### src/hw/rtl/vds_pkg.sv
package vds_pkg;

    // Field widths
    localparam int TAG_W   = 16;
    localparam int CEN_W   = 32;
    localparam int DIR_W   = 16;
    localparam int PROD_W  = 48;
    localparam int DEPTH_W = 50;

    // Configuration port
    localparam int APB_AW = 4;
    localparam int APB_DW = 32;

    localparam logic [1:0] REG_DIR_X = 2'd0;
    localparam logic [1:0] REG_DIR_Y = 2'd1;
    localparam logic [1:0] REG_DIR_Z = 2'd2;

    localparam logic [DIR_W-1:0] DIR_X_RESET = 16'h0000;
    localparam logic [DIR_W-1:0] DIR_Y_RESET = 16'h0000;
    localparam logic [DIR_W-1:0] DIR_Z_RESET = 16'h4000;

    // Sequencer states
    typedef enum logic [2:0] {
        ST_LOAD,
        ST_START,
        ST_SCAN,
        ST_EMIT,
        ST_NONE
    } sort_state_t;

    // Depth unit to sequencer: one loaded word
    typedef struct packed {
        logic                      valid;
        logic [TAG_W-1:0]          tag;
        logic signed [DEPTH_W-1:0] depth;
        logic                      geo;
        logic                      last;
    } load_word_t;

endpackage

### src/hw/rtl/vds_in_if.sv
interface vds_in_if;
    import vds_pkg::*;

    logic                    valid;
    logic                    ready;
    logic [TAG_W-1:0]        item_tag;
    logic signed [CEN_W-1:0] center_x;
    logic signed [CEN_W-1:0] center_y;
    logic signed [CEN_W-1:0] center_z;
    logic                    has_geometry;
    logic                    last_in;

    modport source (
        output valid, item_tag, center_x, center_y, center_z, has_geometry, last_in,
        input  ready
    );

    modport sink (
        input  valid, item_tag, center_x, center_y, center_z, has_geometry, last_in,
        output ready
    );

endinterface

### src/hw/rtl/vds_depth_unit.sv
module vds_depth_unit import vds_pkg::*; (
    input  logic                    clk,
    input  logic                    rst_n,
    vds_in_if.sink                  items,
    input  logic                    load_open,
    input  logic signed [DIR_W-1:0] dir_x,
    input  logic signed [DIR_W-1:0] dir_y,
    input  logic signed [DIR_W-1:0] dir_z,
    output load_word_t              ld
);

    logic                     accept;
    logic                     vld_reg;
    logic signed [PROD_W-1:0] prod_x_next;
    logic signed [PROD_W-1:0] prod_y_next;
    logic signed [PROD_W-1:0] prod_z_next;
    logic signed [PROD_W-1:0] prod_x_reg;
    logic signed [PROD_W-1:0] prod_y_reg;
    logic signed [PROD_W-1:0] prod_z_reg;
    logic [TAG_W-1:0]         tag_reg;
    logic                     geo_reg;
    logic                     last_reg;

    // Take a word only while loading and the product stage is empty
    assign items.ready = load_open && !vld_reg;
    assign accept      = items.valid && items.ready;

    // One 32x16 multiplier per axis
    assign prod_x_next = $signed({{(PROD_W-CEN_W){items.center_x[CEN_W-1]}}, items.center_x})
                       * $signed({{(PROD_W-DIR_W){dir_x[DIR_W-1]}}, dir_x});
    assign prod_y_next = $signed({{(PROD_W-CEN_W){items.center_y[CEN_W-1]}}, items.center_y})
                       * $signed({{(PROD_W-DIR_W){dir_y[DIR_W-1]}}, dir_y});
    assign prod_z_next = $signed({{(PROD_W-CEN_W){items.center_z[CEN_W-1]}}, items.center_z})
                       * $signed({{(PROD_W-DIR_W){dir_z[DIR_W-1]}}, dir_z});

    // Product stage valid
    always_ff @(posedge clk or negedge rst_n)
    begin
        if (!rst_n)
        begin
            vld_reg <= 1'b0;
        end
        else
        begin
            vld_reg <= accept;
        end
    end

    // Product stage payload
    always_ff @(posedge clk)
    begin
        if (accept)
        begin
            prod_x_reg <= prod_x_next;
            prod_y_reg <= prod_y_next;
            prod_z_reg <= prod_z_next;
            tag_reg    <= items.item_tag;
            geo_reg    <= items.has_geometry;
            last_reg   <= items.last_in;
        end
    end

    // Sum the three products, exact in Q20.30
    always_comb
    begin
        ld.valid = vld_reg;
        ld.tag   = tag_reg;
        ld.geo   = geo_reg;
        ld.last  = last_reg;
        ld.depth = $signed({{(DEPTH_W-PROD_W){prod_x_reg[PROD_W-1]}}, prod_x_reg})
                 + $signed({{(DEPTH_W-PROD_W){prod_y_reg[PROD_W-1]}}, prod_y_reg})
                 + $signed({{(DEPTH_W-PROD_W){prod_z_reg[PROD_W-1]}}, prod_z_reg});
    end

endmodule

### src/flat_wrapper.sv
// flat-port wrapper written by rule: the top's interface ports become plain ports
module vds_depth_unit_flat import vds_pkg::*;
  (clk, rst_n, load_open, dir_x, dir_y, dir_z, ld, items_valid, items_item_tag, items_center_x, items_center_y, items_center_z, items_has_geometry, items_last_in, items_ready);
  vds_in_if items_i ();
  input  logic clk;
  input  logic rst_n;
  input  logic load_open;
  input  logic signed [DIR_W-1:0] dir_x;
  input  logic signed [DIR_W-1:0] dir_y;
  input  logic signed [DIR_W-1:0] dir_z;
  output load_word_t ld;
  input wire logic [$bits(items_i.valid)-1:0] items_valid;
  input wire logic [$bits(items_i.item_tag)-1:0] items_item_tag;
  input wire logic [$bits(items_i.center_x)-1:0] items_center_x;
  input wire logic [$bits(items_i.center_y)-1:0] items_center_y;
  input wire logic [$bits(items_i.center_z)-1:0] items_center_z;
  input wire logic [$bits(items_i.has_geometry)-1:0] items_has_geometry;
  input wire logic [$bits(items_i.last_in)-1:0] items_last_in;
  output wire logic [$bits(items_i.ready)-1:0] items_ready;
  assign items_i.valid = items_valid;
  assign items_i.item_tag = items_item_tag;
  assign items_i.center_x = items_center_x;
  assign items_i.center_y = items_center_y;
  assign items_i.center_z = items_center_z;
  assign items_i.has_geometry = items_has_geometry;
  assign items_i.last_in = items_last_in;
  assign items_ready = items_i.ready;
  vds_depth_unit u_core (.clk(clk), .rst_n(rst_n), .items(items_i), .load_open(load_open), .dir_x(dir_x), .dir_y(dir_y), .dir_z(dir_z), .ld(ld));
endmodule
### config.mk
export PLATFORM = sky130hd
export DESIGN_NAME = vds_depth_unit_flat
export DESIGN_NICKNAME = d
export VERILOG_FILES = /design/src/hw/rtl/vds_pkg.sv /design/src/hw/rtl/vds_in_if.sv /design/src/hw/rtl/vds_depth_unit.sv /design/src/flat_wrapper.sv
export SDC_FILE = /design/constraint.sdc
export NUM_CORES = 2
export LEC_CHECK = 0
export BUFFER_PORTS_ARGS = -buffer_cell sky130_fd_sc_hd__buf_2
export CORE_AREA = 2 2 396 398
export CTS_BUF_LIST = sky130_fd_sc_hd__clkbuf_8 sky130_fd_sc_hd__clkbuf_16
export CTS_CLUSTER_SIZE = 16
export DETAILED_ROUTE_END_ITERATION = 8
export DIE_AREA = 0 0 398 400
export GPL_TIMING_DRIVEN = 0
export PLACE_DENSITY = 0.66
export SYNTH_ARGS = -nofsm -noshare
export SYNTH_HDL_FRONTEND = slang
export SYNTH_SLANG_ARGS = --single-unit
### constraint.sdc
create_clock -name clk -period 8.69 [get_ports clk]
set_clock_uncertainty 0.2 [all_clocks]
set_input_delay 1.738 -clock clk [delete_from_list [all_inputs] [get_ports clk]]
set_output_delay 1.738 -clock clk [all_outputs]
set_load 0.05 [all_outputs]
## After elaboration in Yosys (flattened, before gate mapping)

Cells that the tools add are included.

| operators by class | value |
|---|---|
| equal/unequal tests | 0 |
| shifts and indexed selects | 0 |
| $mul | 3 |
| bitwise gates (word level) | 0 |
| reductions and logical operators | 3 |
| order comparisons | 0 |
| divide/modulo/power cells | 0 |
| muxes and demuxes | 0 |
| add/sub/neg operators | 2 |

Operator list:

| kind | count |
|---|---|
| multiplier 32 x 16 -> 48 bit | 3 |
| adder 49 x 48 -> 50 bit | 1 |
| adder 48 x 48 -> 49 bit | 1 |
| logical AND 1 bit | 2 |
| logical NOT 1 bit | 1 |

| word-level totals | value |
|---|---|
| bits in read-only memories | 0 |
| word-level logic and storage cells | 15 |
| RAM bits | 0 |
| flip-flop bits (word level) | 163 |
| memories | 0 |
| bits in latches | 0 |

## Longest topological paths before layout

| depth | value |
|---|---|
| depth after elaboration | 3 |
| mapped depth | 26 |
| mapped depth without buffers | 25 |

## Least setup slack after synthesis

Ideal clock, no wire load.

| path | value |
|---|---|
| kind | input port to flip-flop |
| start | input port dir_z[7] |
| end | register u_core.prod_z_reg[45] (data pin) |
| data arrival time | 7403 ps |
| stages | 24 |
| buffers on the path | 2 |
| path slack | 828 ps |
| cell sequence | clkbuf_1 nand2_1 fa_1 inv_1 fa_1 inv_1 fa_1 inv_1 fa_1 fa_1 inv_1 fa_1 inv_1 ha_1 buf_2 and4_1 nand2_1 o31a_1 o31ai_2 nand4_1 o2bb2ai_2 o311ai_1 o211ai_1 xnor2_1 |

| on the way | value |
|---|---|
| cells in the longest elaborated chain, start to end | 1 |

RTL lines:

| element | RTL line | RTL |
|---|---|---|
| start: declaration | flat_wrapper.sv:10 | `input logic signed [DIR_W-1:0] dir_z;` |
| multiplier 32 x 16 -> 48 bit | vds_depth_unit.sv:34 | `* $signed({{(PROD_W-DIR_W){dir_z[DIR_W-1]}}, dir_z});` |
| via u_core.prod_z_next[45] | vds_depth_unit.sv:16 | `logic signed [PROD_W-1:0] prod_z_next;` |
| end signal: assignment | vds_depth_unit.sv:56 | `prod_z_reg <= prod_z_next;` |
| end: declaration | vds_depth_unit.sv:19 | `logic signed [PROD_W-1:0] prod_z_reg;` |

The timed path passes the listed nets, and every way through them passes these cells.
A chain may end at the register's enable or synchronous reset.

## Worst setup path in the final report

| path | value |
|---|---|
| start | input port items_center_x[2] |
| end | register u_core.prod_x_reg[28] (data pin) |

| on the way | value |
|---|---|
| cells in the longest elaborated chain, start to end | 1 |

RTL lines:

| element | RTL line | RTL |
|---|---|---|
| start: declaration | flat_wrapper.sv:14 | `input wire logic [$bits(items_i.center_x)-1:0] items_center_x;` |
| multiplier 32 x 16 -> 48 bit | vds_depth_unit.sv:30 | `* $signed({{(PROD_W-DIR_W){dir_x[DIR_W-1]}}, dir_x});` |
| via u_core.prod_x_next[28] | vds_depth_unit.sv:14 | `logic signed [PROD_W-1:0] prod_x_next;` |
| end signal: assignment | vds_depth_unit.sv:54 | `prod_x_reg <= prod_x_next;` |
| end: declaration | vds_depth_unit.sv:17 | `logic signed [PROD_W-1:0] prod_x_reg;` |

The timed path passes the listed nets, and every way through them passes these cells.

==> impl_summary.txt <==
----------------------------------------------------
[Run status]
  Result of the run ... completed

[Clock tree]
  Maximum buffer depth of the clock tree ... 2
  Hold bufs inserted after CTS ... 0
  Number of buffers created by CTS ... 17
  Clock sink count ... 163
  H-tree level count ... 4
  Clock insertion delay at the later pin of the skew report ... 0.44 ns
  Root buffer cell ... clkbuf_16
  TritonCTS clock tree ... done
  Clock Pin Slew Worst Setup and Hold Paths ... 0.07 ns

[Logic synthesis]
  EDFF count, synth ... 162
  Ys async rst share ... 0.613%
  Sequential share of the synthesized area ... 7.92%
  Yosys top cell by area ... fa_1
  Synth area leaders ... fa_1 49%, inv_1 10%, ha_1 7.9%
  Main combinational cell family by area after synthesis ... adder cells
  Most instantiated library cell after synthesis ... inv_1
  Synthesized area ... 0.0617 mm2
  Arithmetic-cell share of the synthesized area counting full adders, half adders and majority gates ... 56.8%
  Synthesized flop and latch total ... 163
  Number of different library cells in the post-synthesis netlist ... 82
  Multiplexer share of the synthesized area ... 0%
  Post-synthesis compound-gate area fraction ... 5.90%
  Most common library cells after synthesis ... 1,685 x inv_1, 1,507 x fa_1, 901 x nand2_1
  XOR/XNOR share of the synthesized area ... 2.77%
  Simple-gate area share of the yosys netlist ... 14.7%
  Number of warning messages in the yosys log ... 0
  Post-synthesis instance total ... 6,644
  Syn_area_per_cell ... 9.29 um2
  Net count after synthesis ... 8,707
  Proportion of netlist area held by the largest area contributor ... 48.9%
  Prevailing post-synth register cell ... edfxtp_1

[Finish]
  Area of all placed cells without fillers ... 0.0664 mm2
  Fraction of layout cells with a size suffix above 1 ... 6.16%
  Signed area change from the synthesized netlist to the final layout ... 7.52%
  Nets ... 8,952
  Fillers ... 15,200

[Setup path]
  Worst Path Max Fanout ... 10
  Critical path startpoint category ... input pin
  Data arrival time of the worst path ... 8.47 ns
  Worst EP required ... 8.66 ns
  Critical path class ... input pin to flip-flop
  Endpoint class of the critical path ... flip-flop

[Floorplanning]
  Area of the core ... 0.155 mm2
  Die Span Y ... 400 um
  Area enclosed by the die boundary ... 0.159 mm2
  Effective utilization at floorplan ... 39.8%
  Count of standard-cell rows ... 145
  Ports placed on the boundary ... 236
  Die span in x ... 398 um

[Min path]
  Class of the tightest hold or removal check ... flip-flop to flip-flop

[Timing]
  Worst hold margin ... 0.535 ns
  Part of the cycle the worst path needs ... 97.8%
  Total negative slack ... 0 ns
  Transition time at the pin with the least slew margin ... 1.11 ns
  Setup violators final ... 0
  Final Hold Fails ... 0
  Setup slack of the critical path after layout ... 0.194 ns
  Final min period ... 8.50 ns
  Pins over their slew limit ... 0
  Headroom to the max-slew limit ... 24.2%
  Highest attainable clock frequency ... 118 MHz

[Routing]
  Residual DRC ... 0
  DRC marker count from the first detailed-route iteration ... 3,128
  Remaining antenna violation count ... 0
  First-pass iteration count of the detailed router ... 7
  Wirelength, routed ... 184 mm
  Total via count in the routed design ... 45,700
  Via-to-Cell Ratio ... 5.10
  DR WL/cell ... 20.5 um

[GRT]
  Via count of the first global-routing pass ... 49,600
  Maximum number of pins on one net before global-route repair ... 77
  Wire length of the first global-routing pass ... 287 mm
  Initial antenna violation count ... 15
  GRT Overall Usage ... 23.8%
  Congestion Overflow GR ... 0

[Place]
  Post-place setup slack ... -0.961 ns
  Global placer's final weighted congestion ... 0.999
  Post-DP HPWL ... 160 mm
  Placed inst area ... 0.0655 mm2
  PortBufs ... 235

[Job]
  Number of max-cap violations ... 0

----------------------------------------------------
[worst max-delay path, stage by stage]
cell and delay, ns:
buf_2 0.22, clkbuf_1 0.60, nand2_1 0.17, fa_1 0.53
fa_1 0.49, inv_1 0.06, fa_1 0.50, fa_1 0.43
fa_1 0.49, inv_1 0.05, fa_1 0.49, inv_1 0.05
ha_1 0.42, nand4_1 0.15, or2_0 0.31, nand3b_1 0.29
a21oi_2 0.29, a21o_1 0.15, a21oi_1 0.09, nor2b_1 0.12
o21ai_0 0.11, a211o_1 0.29, xnor2_1 0.43
[logic make-up (layout without fill, tap and decap cells)]
logic type                 count (synthesis)  after routing
AOI/OAI and AO/OA                        545            545
xor gates and xnor gates                 195            195
adders and majority gates               1897           1897
buffers and inverters                   1956           2214
DFF                                      163            163
other                                      0              6
and+or+nand+nor                         1888           1888
[final timing paths]
check                                   from                     to  slack (ns)  cells after the start
max                        items_center_x[2]  u_core.prod_x_reg[28]        0.19                     23
min                           u_core.vld_reg         u_core.vld_reg        0.53                      2
max reg2reg                   u_core.vld_reg  u_core.prod_z_reg[45]        6.47                      4
min reg2reg                   u_core.vld_reg         u_core.vld_reg        0.53                      2
max in group asynchronous              rst_n         u_core.vld_reg        7.34                      1
min in group asynchronous              rst_n         u_core.vld_reg        0.86                      1
[what timing repair did]
item,in CTS,in global routing
setup buffers,0,1
endpoints found under the hold margin,0,0
pin swaps,0,1
setup endpoints to repair,16,32
gates resized for setup,57,140
[routing by layer]
metal	routed length, um	share of wire [%]	up-vias	track usage, %
li1	-	-	20000	-
met1	72900	40	23400	30.5
met2	85700	47	1890	38.8
met3	14700	8.0	455	4.24
met4	10800	5.9	4	11.8
met5	24	0.013	-	0
[metrics by stage]
stage	instances	utilization (%)
floorplan	6644	-
global placement	8937	42.2
detailed placement	8939	42.2
CTS	8966	42.7
global route	8963	42.8
finish	8966	42.8
[placed cells by master (no fill, tap or decap), types with 6 or more instances in the layout]
cell and instances:
nor2_1 177, fa_1 1507, o211ai_1 8, nand2_1 901, o21ai_0 78, o21a_1 17, a31oi_1 20, clkbuf_2 89
clkbuf_4 7, ha_1 390, inv_1 1686, nand2b_1 38, nor3_1 23, o21ai_1 16, xnor2_1 144, o21bai_1 34
a21o_1 114, nor2b_1 20, a21oi_1 162, edfxtp_1 162, clkbuf_16 17, and3_1 19, and4_1 6, buf_2 245
diode_2 6, xor2_1 45, nand4_1 23, clkbuf_1 143, nand3_1 34, and2_1 622, a211oi_1 15
[area by class of cell]
| type | count | area [um2] | share of cell area (%) |
|---|---|---|---|
| Antenna cell | 6 | 15.0 | 0.0226 |
| Buffer | 256 | 1130 | 1.70 |
| Clock buffer | 17 | 425 | 0.641 |
| Clock inverter | 15 | 194 | 0.292 |
| Inverter | 1688 | 6340 | 9.55 |
| Multi-Input combinational cell | 4525 | 49600 | 74.7 |
| Sequential cell | 163 | 4890 | 7.37 |
| Tap cell | 2058 | 2570 | 3.88 |
| Timing Repair Buffer | 238 | 1240 | 1.87 |
Power is not shown: default switching activity piles up to over one toggle a cycle in this logic, so the estimate is an artifact.
