===== config.mk =====
export PLATFORM = sky130hd
export DESIGN_NAME = vds_sort_ctrl_flat
export DESIGN_NICKNAME = d
export VERILOG_FILES = /design/src/hw/rtl/vds_pkg.sv /design/src/hw/rtl/vds_out_if.sv /design/src/hw/rtl/vds_ram.sv /design/src/hw/rtl/vds_sort_ctrl.sv /design/src/flat_wrapper.sv
export SDC_FILE = /design/constraint.sdc
export NUM_CORES = 2
export LEC_CHECK = 0
export BUFFER_PORTS_ARGS = -buffer_cell sky130_fd_sc_hd__clkbuf_2
export CAP_MARGIN = 5
export CORE_MARGIN = 5
export CORE_UTILIZATION = 25
export CTS_CLUSTER_DIAMETER = 60
export DETAILED_ROUTE_END_ITERATION = 12
export PLACE_DENSITY = 0.47
export SLEW_MARGIN = 25
export SYNTH_ARGS = -nofsm -noshare
export SYNTH_HDL_FRONTEND = slang
export SYNTH_MEMORY_MAX_BITS = 65536
export SYNTH_SLANG_ARGS = --single-unit

===== constraint.sdc =====
create_clock -name clk -period 6.89 [get_ports clk]
set_input_delay 1.378 -clock clk [delete_from_list [all_inputs] [get_ports clk]]
set_output_delay 1.378 -clock clk [all_outputs]
set_load 0.02 [all_outputs]

===== src/hw/rtl/vds_pkg.sv =====
package vds_pkg;

    // Field widths
    localparam int TAG_W   = 16;
    localparam int CEN_W   = 32;
    localparam int DIR_W   = 16;
    localparam int PROD_W  = 48;
    localparam int DEPTH_W = 50;

    // Configuration port
    localparam int APB_AW = 4;
    localparam int APB_DW = 32;

    localparam logic [1:0] REG_DIR_X = 2'd0;
    localparam logic [1:0] REG_DIR_Y = 2'd1;
    localparam logic [1:0] REG_DIR_Z = 2'd2;

    localparam logic [DIR_W-1:0] DIR_X_RESET = 16'h0000;
    localparam logic [DIR_W-1:0] DIR_Y_RESET = 16'h0000;
    localparam logic [DIR_W-1:0] DIR_Z_RESET = 16'h4000;

    // Sequencer states
    typedef enum logic [2:0] {
        ST_LOAD,
        ST_START,
        ST_SCAN,
        ST_EMIT,
        ST_NONE
    } sort_state_t;

    // Depth unit to sequencer: one loaded word
    typedef struct packed {
        logic                      valid;
        logic [TAG_W-1:0]          tag;
        logic signed [DEPTH_W-1:0] depth;
        logic                      geo;
        logic                      last;
    } load_word_t;

endpackage


===== src/hw/rtl/vds_out_if.sv =====
interface vds_out_if;
    import vds_pkg::*;

    logic                      valid;
    logic                      ready;
    logic [TAG_W-1:0]          out_tag;
    logic signed [DEPTH_W-1:0] out_depth;
    logic                      last_out;
    logic                      none_rendered;
    logic                      overflowed;

    modport source (
        output valid, out_tag, out_depth, last_out, none_rendered, overflowed,
        input  ready
    );

    modport sink (
        input  valid, out_tag, out_depth, last_out, none_rendered, overflowed,
        output ready
    );

endinterface


===== src/hw/rtl/vds_ram.sv =====
module vds_ram #(
    parameter int WIDTH = 16,
    parameter int DEPTH = 64
) (
    input  logic                     clk,
    input  logic                     we,
    input  logic [$clog2(DEPTH)-1:0] waddr,
    input  logic [WIDTH-1:0]         wdata,
    input  logic [$clog2(DEPTH)-1:0] raddr,
    output logic [WIDTH-1:0]         rdata
);

    logic [WIDTH-1:0] mem [DEPTH];

    // Write port and registered read port
    always_ff @(posedge clk)
    begin
        if (we)
        begin
            mem[waddr] <= wdata;
        end
        rdata <= mem[raddr];
    end

endmodule


===== src/hw/rtl/vds_sort_ctrl.sv =====
module vds_sort_ctrl import vds_pkg::*; #(
    parameter int MAX_ITEMS = 64
) (
    input  logic       clk,
    input  logic       rst_n,
    input  load_word_t ld,
    output logic       load_open,
    vds_out_if.source  results
);

    localparam int AW = $clog2(MAX_ITEMS);
    localparam int CW = $clog2(MAX_ITEMS + 1);

    sort_state_t state_reg;
    sort_state_t state_next;

    logic [CW-1:0]             count_reg;
    logic                      ovf_reg;
    logic [CW-1:0]             scan_cnt_reg;
    logic [CW-1:0]             emit_cnt_reg;
    logic                      rd_pend_reg;
    logic [AW-1:0]             rd_idx_reg;
    logic signed [DEPTH_W-1:0] prev_depth_reg;
    logic [AW-1:0]             prev_idx_reg;
    logic                      found_reg;
    logic signed [DEPTH_W-1:0] best_depth_reg;
    logic [TAG_W-1:0]          best_tag_reg;
    logic [AW-1:0]             best_idx_reg;

    logic                      out_vld_reg;
    logic [TAG_W-1:0]          out_tag_reg;
    logic signed [DEPTH_W-1:0] out_depth_reg;
    logic                      out_last_reg;
    logic                      out_none_reg;
    logic                      out_ovf_reg;

    logic                      store_we;
    logic                      has_room;
    logic                      issue;
    logic                      out_free;
    logic                      out_load;
    logic                      emit_last;
    logic                      after_prev;
    logic                      take;
    logic [AW-1:0]             raddr;
    logic signed [DEPTH_W-1:0] rd_depth;
    logic [TAG_W-1:0]          rd_tag;

    // Depth and tag stores share addresses
    vds_ram #(
        .WIDTH (DEPTH_W),
        .DEPTH (MAX_ITEMS)
    ) u_depth_store (
        .clk   (clk),
        .we    (store_we),
        .waddr (count_reg[AW-1:0]),
        .wdata (ld.depth),
        .raddr (raddr),
        .rdata (rd_depth)
    );

    vds_ram #(
        .WIDTH (TAG_W),
        .DEPTH (MAX_ITEMS)
    ) u_tag_store (
        .clk   (clk),
        .we    (store_we),
        .waddr (count_reg[AW-1:0]),
        .wdata (ld.tag),
        .raddr (raddr),
        .rdata (rd_tag)
    );

    assign has_room  = count_reg < CW'(MAX_ITEMS);
    assign emit_last = (emit_cnt_reg + CW'(1)) == count_reg;
    assign out_free  = !out_vld_reg || results.ready;

    // A word is a candidate only if it follows the last emitted one in output order
    assign after_prev = (emit_cnt_reg == '0)
                      || (rd_depth < prev_depth_reg)
                      || ((rd_depth == prev_depth_reg) && (rd_idx_reg < prev_idx_reg));
    assign take       = rd_pend_reg && after_prev
                      && (!found_reg || (rd_depth >= best_depth_reg));

    // Next state
    always_comb
    begin
        state_next = state_reg;
        case (state_reg)
            ST_LOAD:
            begin
                if (ld.valid && ld.last)
                begin
                    state_next = ST_START;
                end
            end
            ST_START:
            begin
                state_next = (count_reg == '0) ? ST_NONE : ST_SCAN;
            end
            ST_SCAN:
            begin
                if (!issue && !rd_pend_reg)
                begin
                    state_next = ST_EMIT;
                end
            end
            ST_EMIT:
            begin
                if (out_free)
                begin
                    state_next = emit_last ? ST_LOAD : ST_SCAN;
                end
            end
            ST_NONE:
            begin
                if (out_free)
                begin
                    state_next = ST_LOAD;
                end
            end
            default:
            begin
                state_next = ST_LOAD;
            end
        endcase
    end

    // Outputs of the sequencer
    always_comb
    begin
        load_open = 1'b0;
        store_we  = 1'b0;
        issue     = 1'b0;
        out_load  = 1'b0;
        raddr     = scan_cnt_reg[AW-1:0];
        case (state_reg)
            ST_LOAD:
            begin
                load_open = 1'b1;
                store_we  = ld.valid && ld.geo && has_room;
            end
            ST_SCAN:
            begin
                issue = scan_cnt_reg != count_reg;
            end
            ST_EMIT,
            ST_NONE:
            begin
                out_load = out_free;
            end
            default:
            begin
                load_open = 1'b0;
            end
        endcase
    end

    // State and frame bookkeeping
    always_ff @(posedge clk or negedge rst_n)
    begin
        if (!rst_n)
        begin
            state_reg    <= ST_LOAD;
            count_reg    <= '0;
            ovf_reg      <= 1'b0;
            scan_cnt_reg <= '0;
            emit_cnt_reg <= '0;
            rd_pend_reg  <= 1'b0;
            found_reg    <= 1'b0;
            out_vld_reg  <= 1'b0;
        end
        else
        begin
            state_reg   <= state_next;
            rd_pend_reg <= issue;

            // Count stored words, flag drops once full
            if (store_we)
            begin
                count_reg <= count_reg + CW'(1);
            end
            if (state_reg == ST_LOAD && ld.valid && ld.geo && !has_room)
            begin
                ovf_reg <= 1'b1;
            end

            // Open a new sort
            if (state_reg == ST_START)
            begin
                scan_cnt_reg <= '0;
                emit_cnt_reg <= '0;
                found_reg    <= 1'b0;
            end

            // Advance the scan, track the running maximum
            if (issue)
            begin
                scan_cnt_reg <= scan_cnt_reg + CW'(1);
            end
            if (take)
            begin
                found_reg <= 1'b1;
            end

            // Hand the selected word to the output register
            if (state_reg == ST_EMIT && out_load)
            begin
                emit_cnt_reg <= emit_cnt_reg + CW'(1);
                scan_cnt_reg <= '0;
                found_reg    <= 1'b0;
                if (emit_last)
                begin
                    count_reg <= '0;
                    ovf_reg   <= 1'b0;
                end
            end
            if (state_reg == ST_NONE && out_load)
            begin
                count_reg <= '0;
                ovf_reg   <= 1'b0;
            end

            // Output valid
            if (out_load)
            begin
                out_vld_reg <= 1'b1;
            end
            else if (results.ready)
            begin
                out_vld_reg <= 1'b0;
            end
        end
    end

    // Scan and output payload
    always_ff @(posedge clk)
    begin
        if (issue)
        begin
            rd_idx_reg <= scan_cnt_reg[AW-1:0];
        end
        if (take)
        begin
            best_depth_reg <= rd_depth;
            best_tag_reg   <= rd_tag;
            best_idx_reg   <= rd_idx_reg;
        end
        // Remember the emitted word as the bound for the next pass
        if (state_reg == ST_EMIT && out_load)
        begin
            prev_depth_reg <= best_depth_reg;
            prev_idx_reg   <= best_idx_reg;
        end
        if (out_load)
        begin
            if (state_reg == ST_NONE)
            begin
                out_tag_reg   <= '0;
                out_depth_reg <= '0;
                out_last_reg  <= 1'b1;
                out_none_reg  <= 1'b1;
            end
            else
            begin
                out_tag_reg   <= best_tag_reg;
                out_depth_reg <= best_depth_reg;
                out_last_reg  <= emit_last;
                out_none_reg  <= 1'b0;
            end
            out_ovf_reg <= ovf_reg;
        end
    end

    assign results.valid         = out_vld_reg;
    assign results.out_tag       = out_tag_reg;
    assign results.out_depth     = out_depth_reg;
    assign results.last_out      = out_last_reg;
    assign results.none_rendered = out_none_reg;
    assign results.overflowed    = out_ovf_reg;

`ifndef SYNTHESIS
    a_count_bound: assert property (@(posedge clk) disable iff (!rst_n)
        count_reg <= CW'(MAX_ITEMS))
        else $error("item count beyond capacity");

    a_emit_found: assert property (@(posedge clk) disable iff (!rst_n)
        state_reg == ST_EMIT |-> found_reg)
        else $error("emit without a selected word");

    a_ovf_when_full: assert property (@(posedge clk) disable iff (!rst_n)
        $rose(ovf_reg) |-> $past(count_reg) == CW'(MAX_ITEMS))
        else $error("overflow flagged with room left");

    a_scan_pending: assert property (@(posedge clk) disable iff (!rst_n)
        state_reg == ST_SCAN |-> emit_cnt_reg < count_reg)
        else $error("scan started with every word emitted");
`endif

endmodule


===== src/flat_wrapper.sv =====
// flat-port wrapper written by rule: the top's interface ports become plain ports
module vds_sort_ctrl_flat import vds_pkg::*;
#(
    parameter int MAX_ITEMS = 64
)
  (clk, rst_n, ld, load_open, results_valid, results_out_tag, results_out_depth, results_last_out, results_none_rendered, results_overflowed, results_ready);
  vds_out_if results_i ();
  input  logic clk;
  input  logic rst_n;
  input  load_word_t ld;
  output logic load_open;
  output wire logic [$bits(results_i.valid)-1:0] results_valid;
  output wire logic [$bits(results_i.out_tag)-1:0] results_out_tag;
  output wire logic [$bits(results_i.out_depth)-1:0] results_out_depth;
  output wire logic [$bits(results_i.last_out)-1:0] results_last_out;
  output wire logic [$bits(results_i.none_rendered)-1:0] results_none_rendered;
  output wire logic [$bits(results_i.overflowed)-1:0] results_overflowed;
  input wire logic [$bits(results_i.ready)-1:0] results_ready;
  assign results_valid = results_i.valid;
  assign results_out_tag = results_i.out_tag;
  assign results_out_depth = results_i.out_depth;
  assign results_last_out = results_i.last_out;
  assign results_none_rendered = results_i.none_rendered;
  assign results_overflowed = results_i.overflowed;
  assign results_i.ready = results_ready;
  vds_sort_ctrl #(.MAX_ITEMS(MAX_ITEMS)) u_core (.clk(clk), .rst_n(rst_n), .ld(ld), .load_open(load_open), .results(results_i));
endmodule

# == Word-level counts from Yosys, hierarchy flattened ==
# Memory sizes are Yosys's and may differ from the RTL's. A register that Yosys moved wholly into a read port is not among the register bits.
# Cells that the tools add are included.
# totals
ramBits,4224
regBits,231
output_inout_bits,71
word_cells,100
memories,2
# memory_table
name,words,width,read_ports,rd_ports_with_merged_regs,write_ports,line_no,text
u_core.u_depth_store.mem,64,50,1,1,1,vds_ram.sv:13,logic [WIDTH-1:0] mem [DEPTH];
u_core.u_tag_store.mem,64,16,1,1,1,vds_ram.sv:13,
# op_classes
n_eq_ne,11
order_cmp,4
mux,31
add_sub_neg,3
reduce_logical,30
# ops
op,n
2-to-1 mux 7 bit,8
equality test 50 bit,1
greater-or-equal comparator 50 bit,1
< comparator 50 bit,1
adder 7 x 1 -> 7 bit (second input constant),3
2-to-1 mux 1 bit,16
2-to-1 mux 3 bit,5
one-hot mux 3 bit (5 select lines),1
zero test 7 bit,2
logical AND 1 bit,12
!= test 2 x 1 -> 1 bit (second input constant),4
equality test 7 bit,1
< comparator 7 bit (second input constant),1
!= test 7 bit,1
equality test 3 x 2 -> 1 bit (second input constant),2
< comparator 6 bit,1
nonzero test 3 bit,2
zero test 1 bit,5
logical OR 1 bit,4
AND reduction 4 bit,1
nonzero test 2 bit,2
equality test 3 x 1 -> 1 bit (second input constant),1
equality test 3 bit (second input constant),1
zero test 3 bit,1
other kinds (2),2

# == Longest topological paths before layout ==
# logic_depth
word_depth,8
ltp_mapped,11

# == Modules after synthesis ==
# From an unflattened synthesis, not the netlist that was laid out.
# unflattened
cells_unflattened,8121
hier_area_um2,173850.5
# modules_own_cells
module,area_each_um2,cells_each,seq_area_each_um2,n_inst
vds_ram at u_core.u_depth_store,122950.4,5457,97093.1,1
vds_ram at u_core.u_tag_store,40042.2,1829,31069.8,1
vds_sort_ctrl,10857.9,835,6796.5,1

# == Least setup slack after synthesis ==
# No wires, ideal clock.
# synth_timing
path_kind,in2reg
start,in ld[68] (netlist name)
end,mem u_core.u_depth_store.mem[63][0] (netlist name) (enable)
arrival_ns,5.096
setup_time_ns,0.491
setup_slack_ns,1.304
n_path_buf,0
path_stages,4
path_cell_list,nand3_1 > nor2_1 > nand4_1 > nor2_1
# synth_via
elab_chain_len,5
# synth_rtl
element,line_no,text
from (decl),flat_wrapper.sv:10,input load_word_t ld;
logical AND 1 bit (2 in a row),vds_sort_ctrl.sv:141,store_we = ld.valid && ld.geo && has_room;
2-to-1 mux 1 bit,vds_sort_ctrl.sv:137,case (state_reg)
2-to-1 mux 1 bit,vds_ram.sv:18,if (we)
2-to-1 mux 1 bit (not written as such),vds_ram.sv:20,mem[waddr] <= wdata;
to (decl),vds_ram.sv:13,
# Every way passes these cells.

# == Worst setup path after layout ==
# layout_timing
start,reg u_core.best_depth_reg[49]
end,reg u_core.best_tag_reg[14] (enable)
# layout_via
elab_chain_len,3
# layout_rtl
element,line_no,text
from (decl),vds_sort_ctrl.sv:26,logic signed [DEPTH_W-1:0] best_depth_reg;
from (signal assigned),vds_sort_ctrl.sv:245,best_depth_reg <= rd_depth;
greater-or-equal comparator 50 bit,vds_sort_ctrl.sv:83,&& (!found_reg || (rd_depth >= best_depth_reg));
logical OR 1 bit,vds_sort_ctrl.sv:83,
logical AND 1 bit,vds_sort_ctrl.sv:83,
via u_core.take,vds_sort_ctrl.sv:44,logic take;
to (signal assigned),vds_sort_ctrl.sv:246,best_tag_reg <= rd_tag;
to (decl),vds_sort_ctrl.sv:27,logic [TAG_W-1:0] best_tag_reg;
# The timed path passes the listed nets, and every way through them passes these cells.
# A chain may end at the register's enable or synchronous reset.

==> qor.yml <==
p_leak_nw: 60.7
finalSetupViolCount: 0
status: "completed"
numPortBuffers: 142
worst_ep_required_time_ns: 7.59
row_count: 304
reg2reg_setup_slack_ns: 1.98
fp.dieArea_um2: 704000
die_w_um: 839
grt_pass1_vias: 82000
drv_slew: 0
grt_overflow: 0
finalSetupTns_ns: 0
hold-path-endpoint: "u_core.best_tag_reg[8]"
cts_buffers: 471
tritoncts: "built"
drive_gt1_share_pct: 32.9
dr.pass1.iters: 5
grt_pass1_wl_um: 688000
start_kind: "register"
cellPowerDensity_nw_per_um2: 369
finClkSkew_ns: 0.0835
reg2reg_from: "u_core.best_depth_reg[49]"
max_cap_viol_count: 0
ys_seq_elements: 4521
r2r_end: "u_core.best_tag_reg[14]"
hold_class: "register to register"
path_clk_slew_ns: 0.06
hold_violations: 0
vias: 78600
ys.flop_type: "edfxtp_1"
hold_path.startpoint: "u_core.u_tag_store.rdata[8]"
endpoint_kind: "register"
ys_seq_area_share_pct: 78.5
fill_cells: 66100
floorplan.initialDensity_pct: 25.1
reg_top3: "u_core.u_depth_store.mem: 3200 flops, u_core.u_tag_store.mem: 1024 flops"
async_flop_share_pct: 0.619
antenna_found_initial: 55
slew_headroom_pct: 21.0
place_inst: 16200
cp_max_fo: 25
synth_edf_count: 4427
post_cts_buffers: 0
worstRegToRegCells: 10
fp.dieH_um: 839
mappedNetlistNets: 7107
detail_route.wl_per_cell_um: 29.1
gp_congestion: 0.789
viasPerCell: 4.60
area_delta_synth_final_pct: 17.5
fmax_mhz: 204
hold_buffers: 0
rsz0062_at_grt: "no"
timing.final.crit_share_pct: 71.2
clk-insertion-delay-late_ns: 1.05
drc: 0
top_register: "u_core.u_depth_store.mem"
ir_worst_vdd_v: 0.000384
first_iter_violations: 8047
largest_reg_flops: 3200
pin_count: 143
worstMarginPinSlew_ns: 1.18
drt-total-wl_um: 498000
grtUsageTotal_pct: 13.8
finalNonFillerCells: 17100
cp_data_arrival_time_ns: 5.61
htree_levels: 5
cts_max_path_buffers: 4
syn_area_um2: 172000
cts-root-buf: "clkbuf_16"
min_path_cells: 0
yosysWarnings: 0
fin_nets: 7685
cts_sinks: 4521
dp_hpwl_um: 288000
finalCriticalPeriod_ns: 4.91
antenna_left: 0
avgSynthCellArea_um2: 24.8
critPathKind: "register to register"
synth_cells: 6925
grt_max_degree: 114
core_area_um2: 685000
cts_resized: 0
ys_types: 55
power by group:
part	switching, W	total (W)	internal, W
Sequential	0.000637	0.0320	0.0314
Combinational	0.00964	0.0173	0.00762
Clock	0.0110	0.0253	0.0143
Total	0.0213	0.0746	0.0533
worst max-delay path: stages, from the launching register on:
cell	delay (ns)
edfxtp_1	0.35
inv_1	0.07
ha_1	0.70
nand4_1	0.28
nor4_2	0.44
nand3_1	0.64
nor4_1	0.57
nor4_1	0.11
mux2i_1	0.30
and3_4	0.65
buf_4	0.43
kinds of logic (layout without fill, tap and decap cells):
logic type / after synthesis / in the layout / synth area share, %
compound gates: 107 / 107 / 0.373
xor+xnor: 25 / 25 / 0.159
fa+ha+maj: 110 / 110 / 0.801
buf+inv: 451 / 1436 / 1.11
flops: 4521 / 4521 / 78.5
mux: 1389 / 1389 / 18.2
other cells: 0 / 18 / 0
simple gates: 322 / 322 / 0.870
placed cells by master, fill, tap and decap left out, types with 65 or more instances in the layout:
cell / count
dfxtp_1: 66
inv_1: 116
clkbuf_1: 91
buf_12: 70
edfxtp_1: 4427
nor2_4: 65
clkbuf_16: 472
buf_4: 217
clkinv_2: 101
clkinv_1: 94
clkbuf_2: 137
nor2_1: 77
ha_1: 110
mux4_2: 1386
worst max path at each step:
stage | start | end | slack [ns] | cells past startpoint
floorplan | ld[68] | u_core.u_depth_store.mem[63][0] | 1.30 | 4
global placement | u_core.prev_depth_reg[49] | u_core.best_depth_reg[9] | 1.55 | 10
detailed placement | ld[68] | u_core.u_depth_store.mem[45][36] | 1.84 | 6
CTS | u_core.best_depth_reg[49] | u_core.best_tag_reg[12] | 2.08 | 10
global route | u_core.best_depth_reg[49] | u_core.best_depth_reg[7] | 1.77 | 10
finish | u_core.best_depth_reg[49] | u_core.best_tag_reg[14] | 1.98 | 10
layout make-up:
type                    instances  area [um^2]  area share (%)
well taps                    9180        11500            5.69
diodes                         18         45.0          0.0223
inverters                     117          442           0.219
clock buffers                 574        12300            6.09
repair buffers                439         3940            1.95
multi-input cells            1953        35600            17.6
flip-flops and latches       4521       135000            66.8
clock inverters               306         3180            1.57
Yosys cell counts (7+ instances only):
library cell,count,area (um^2)
a21oi_1,43,215
and3_1,7,43.8
and4_1,7,61.3
buf_1,34,128
buf_2,88,440
buf_4,23,173
clkbuf_1,186,698
dfrtp_1,28,701
dfxtp_1,66,1320
edfxtp_1,4427,133000
ha_1,110,1380
inv_1,117,439
mux4_2,1386,31200
nand2_1,59,221
nand2b_1,8,50.1
nand3_1,28,140
nand4_1,18,113
nor2_1,142,533
nor2b_1,20,125
nor3_1,13,65.1
o21ai_0,29,145
xnor2_1,16,140
stage by stage:
stage	worst slack (ns)	cell area [um^2]	hold WS [ns]	power, W	util [%]
global route	1.77	202000	0.407	0.0776	29.5
floorplan	1.30	172000	0.386	0.0445	-
CTS	2.08	202000	0.323	0.0758	29.4
finish	1.98	202000	0.404	0.0746	29.5
detailed placement	1.84	186000	0.391	0.0504	27.2
global placement	1.55	186000	0.393	0.0503	27.2
per-layer routing:
metal / track usage (%) / wire, um
met1: 18.8 / 210000
met2: 23.0 / 245000
met3: 2.39 / 32400
met4: 3.00 / 10000
met5: 0 / 194
Power figures use the tool's default switching activity.
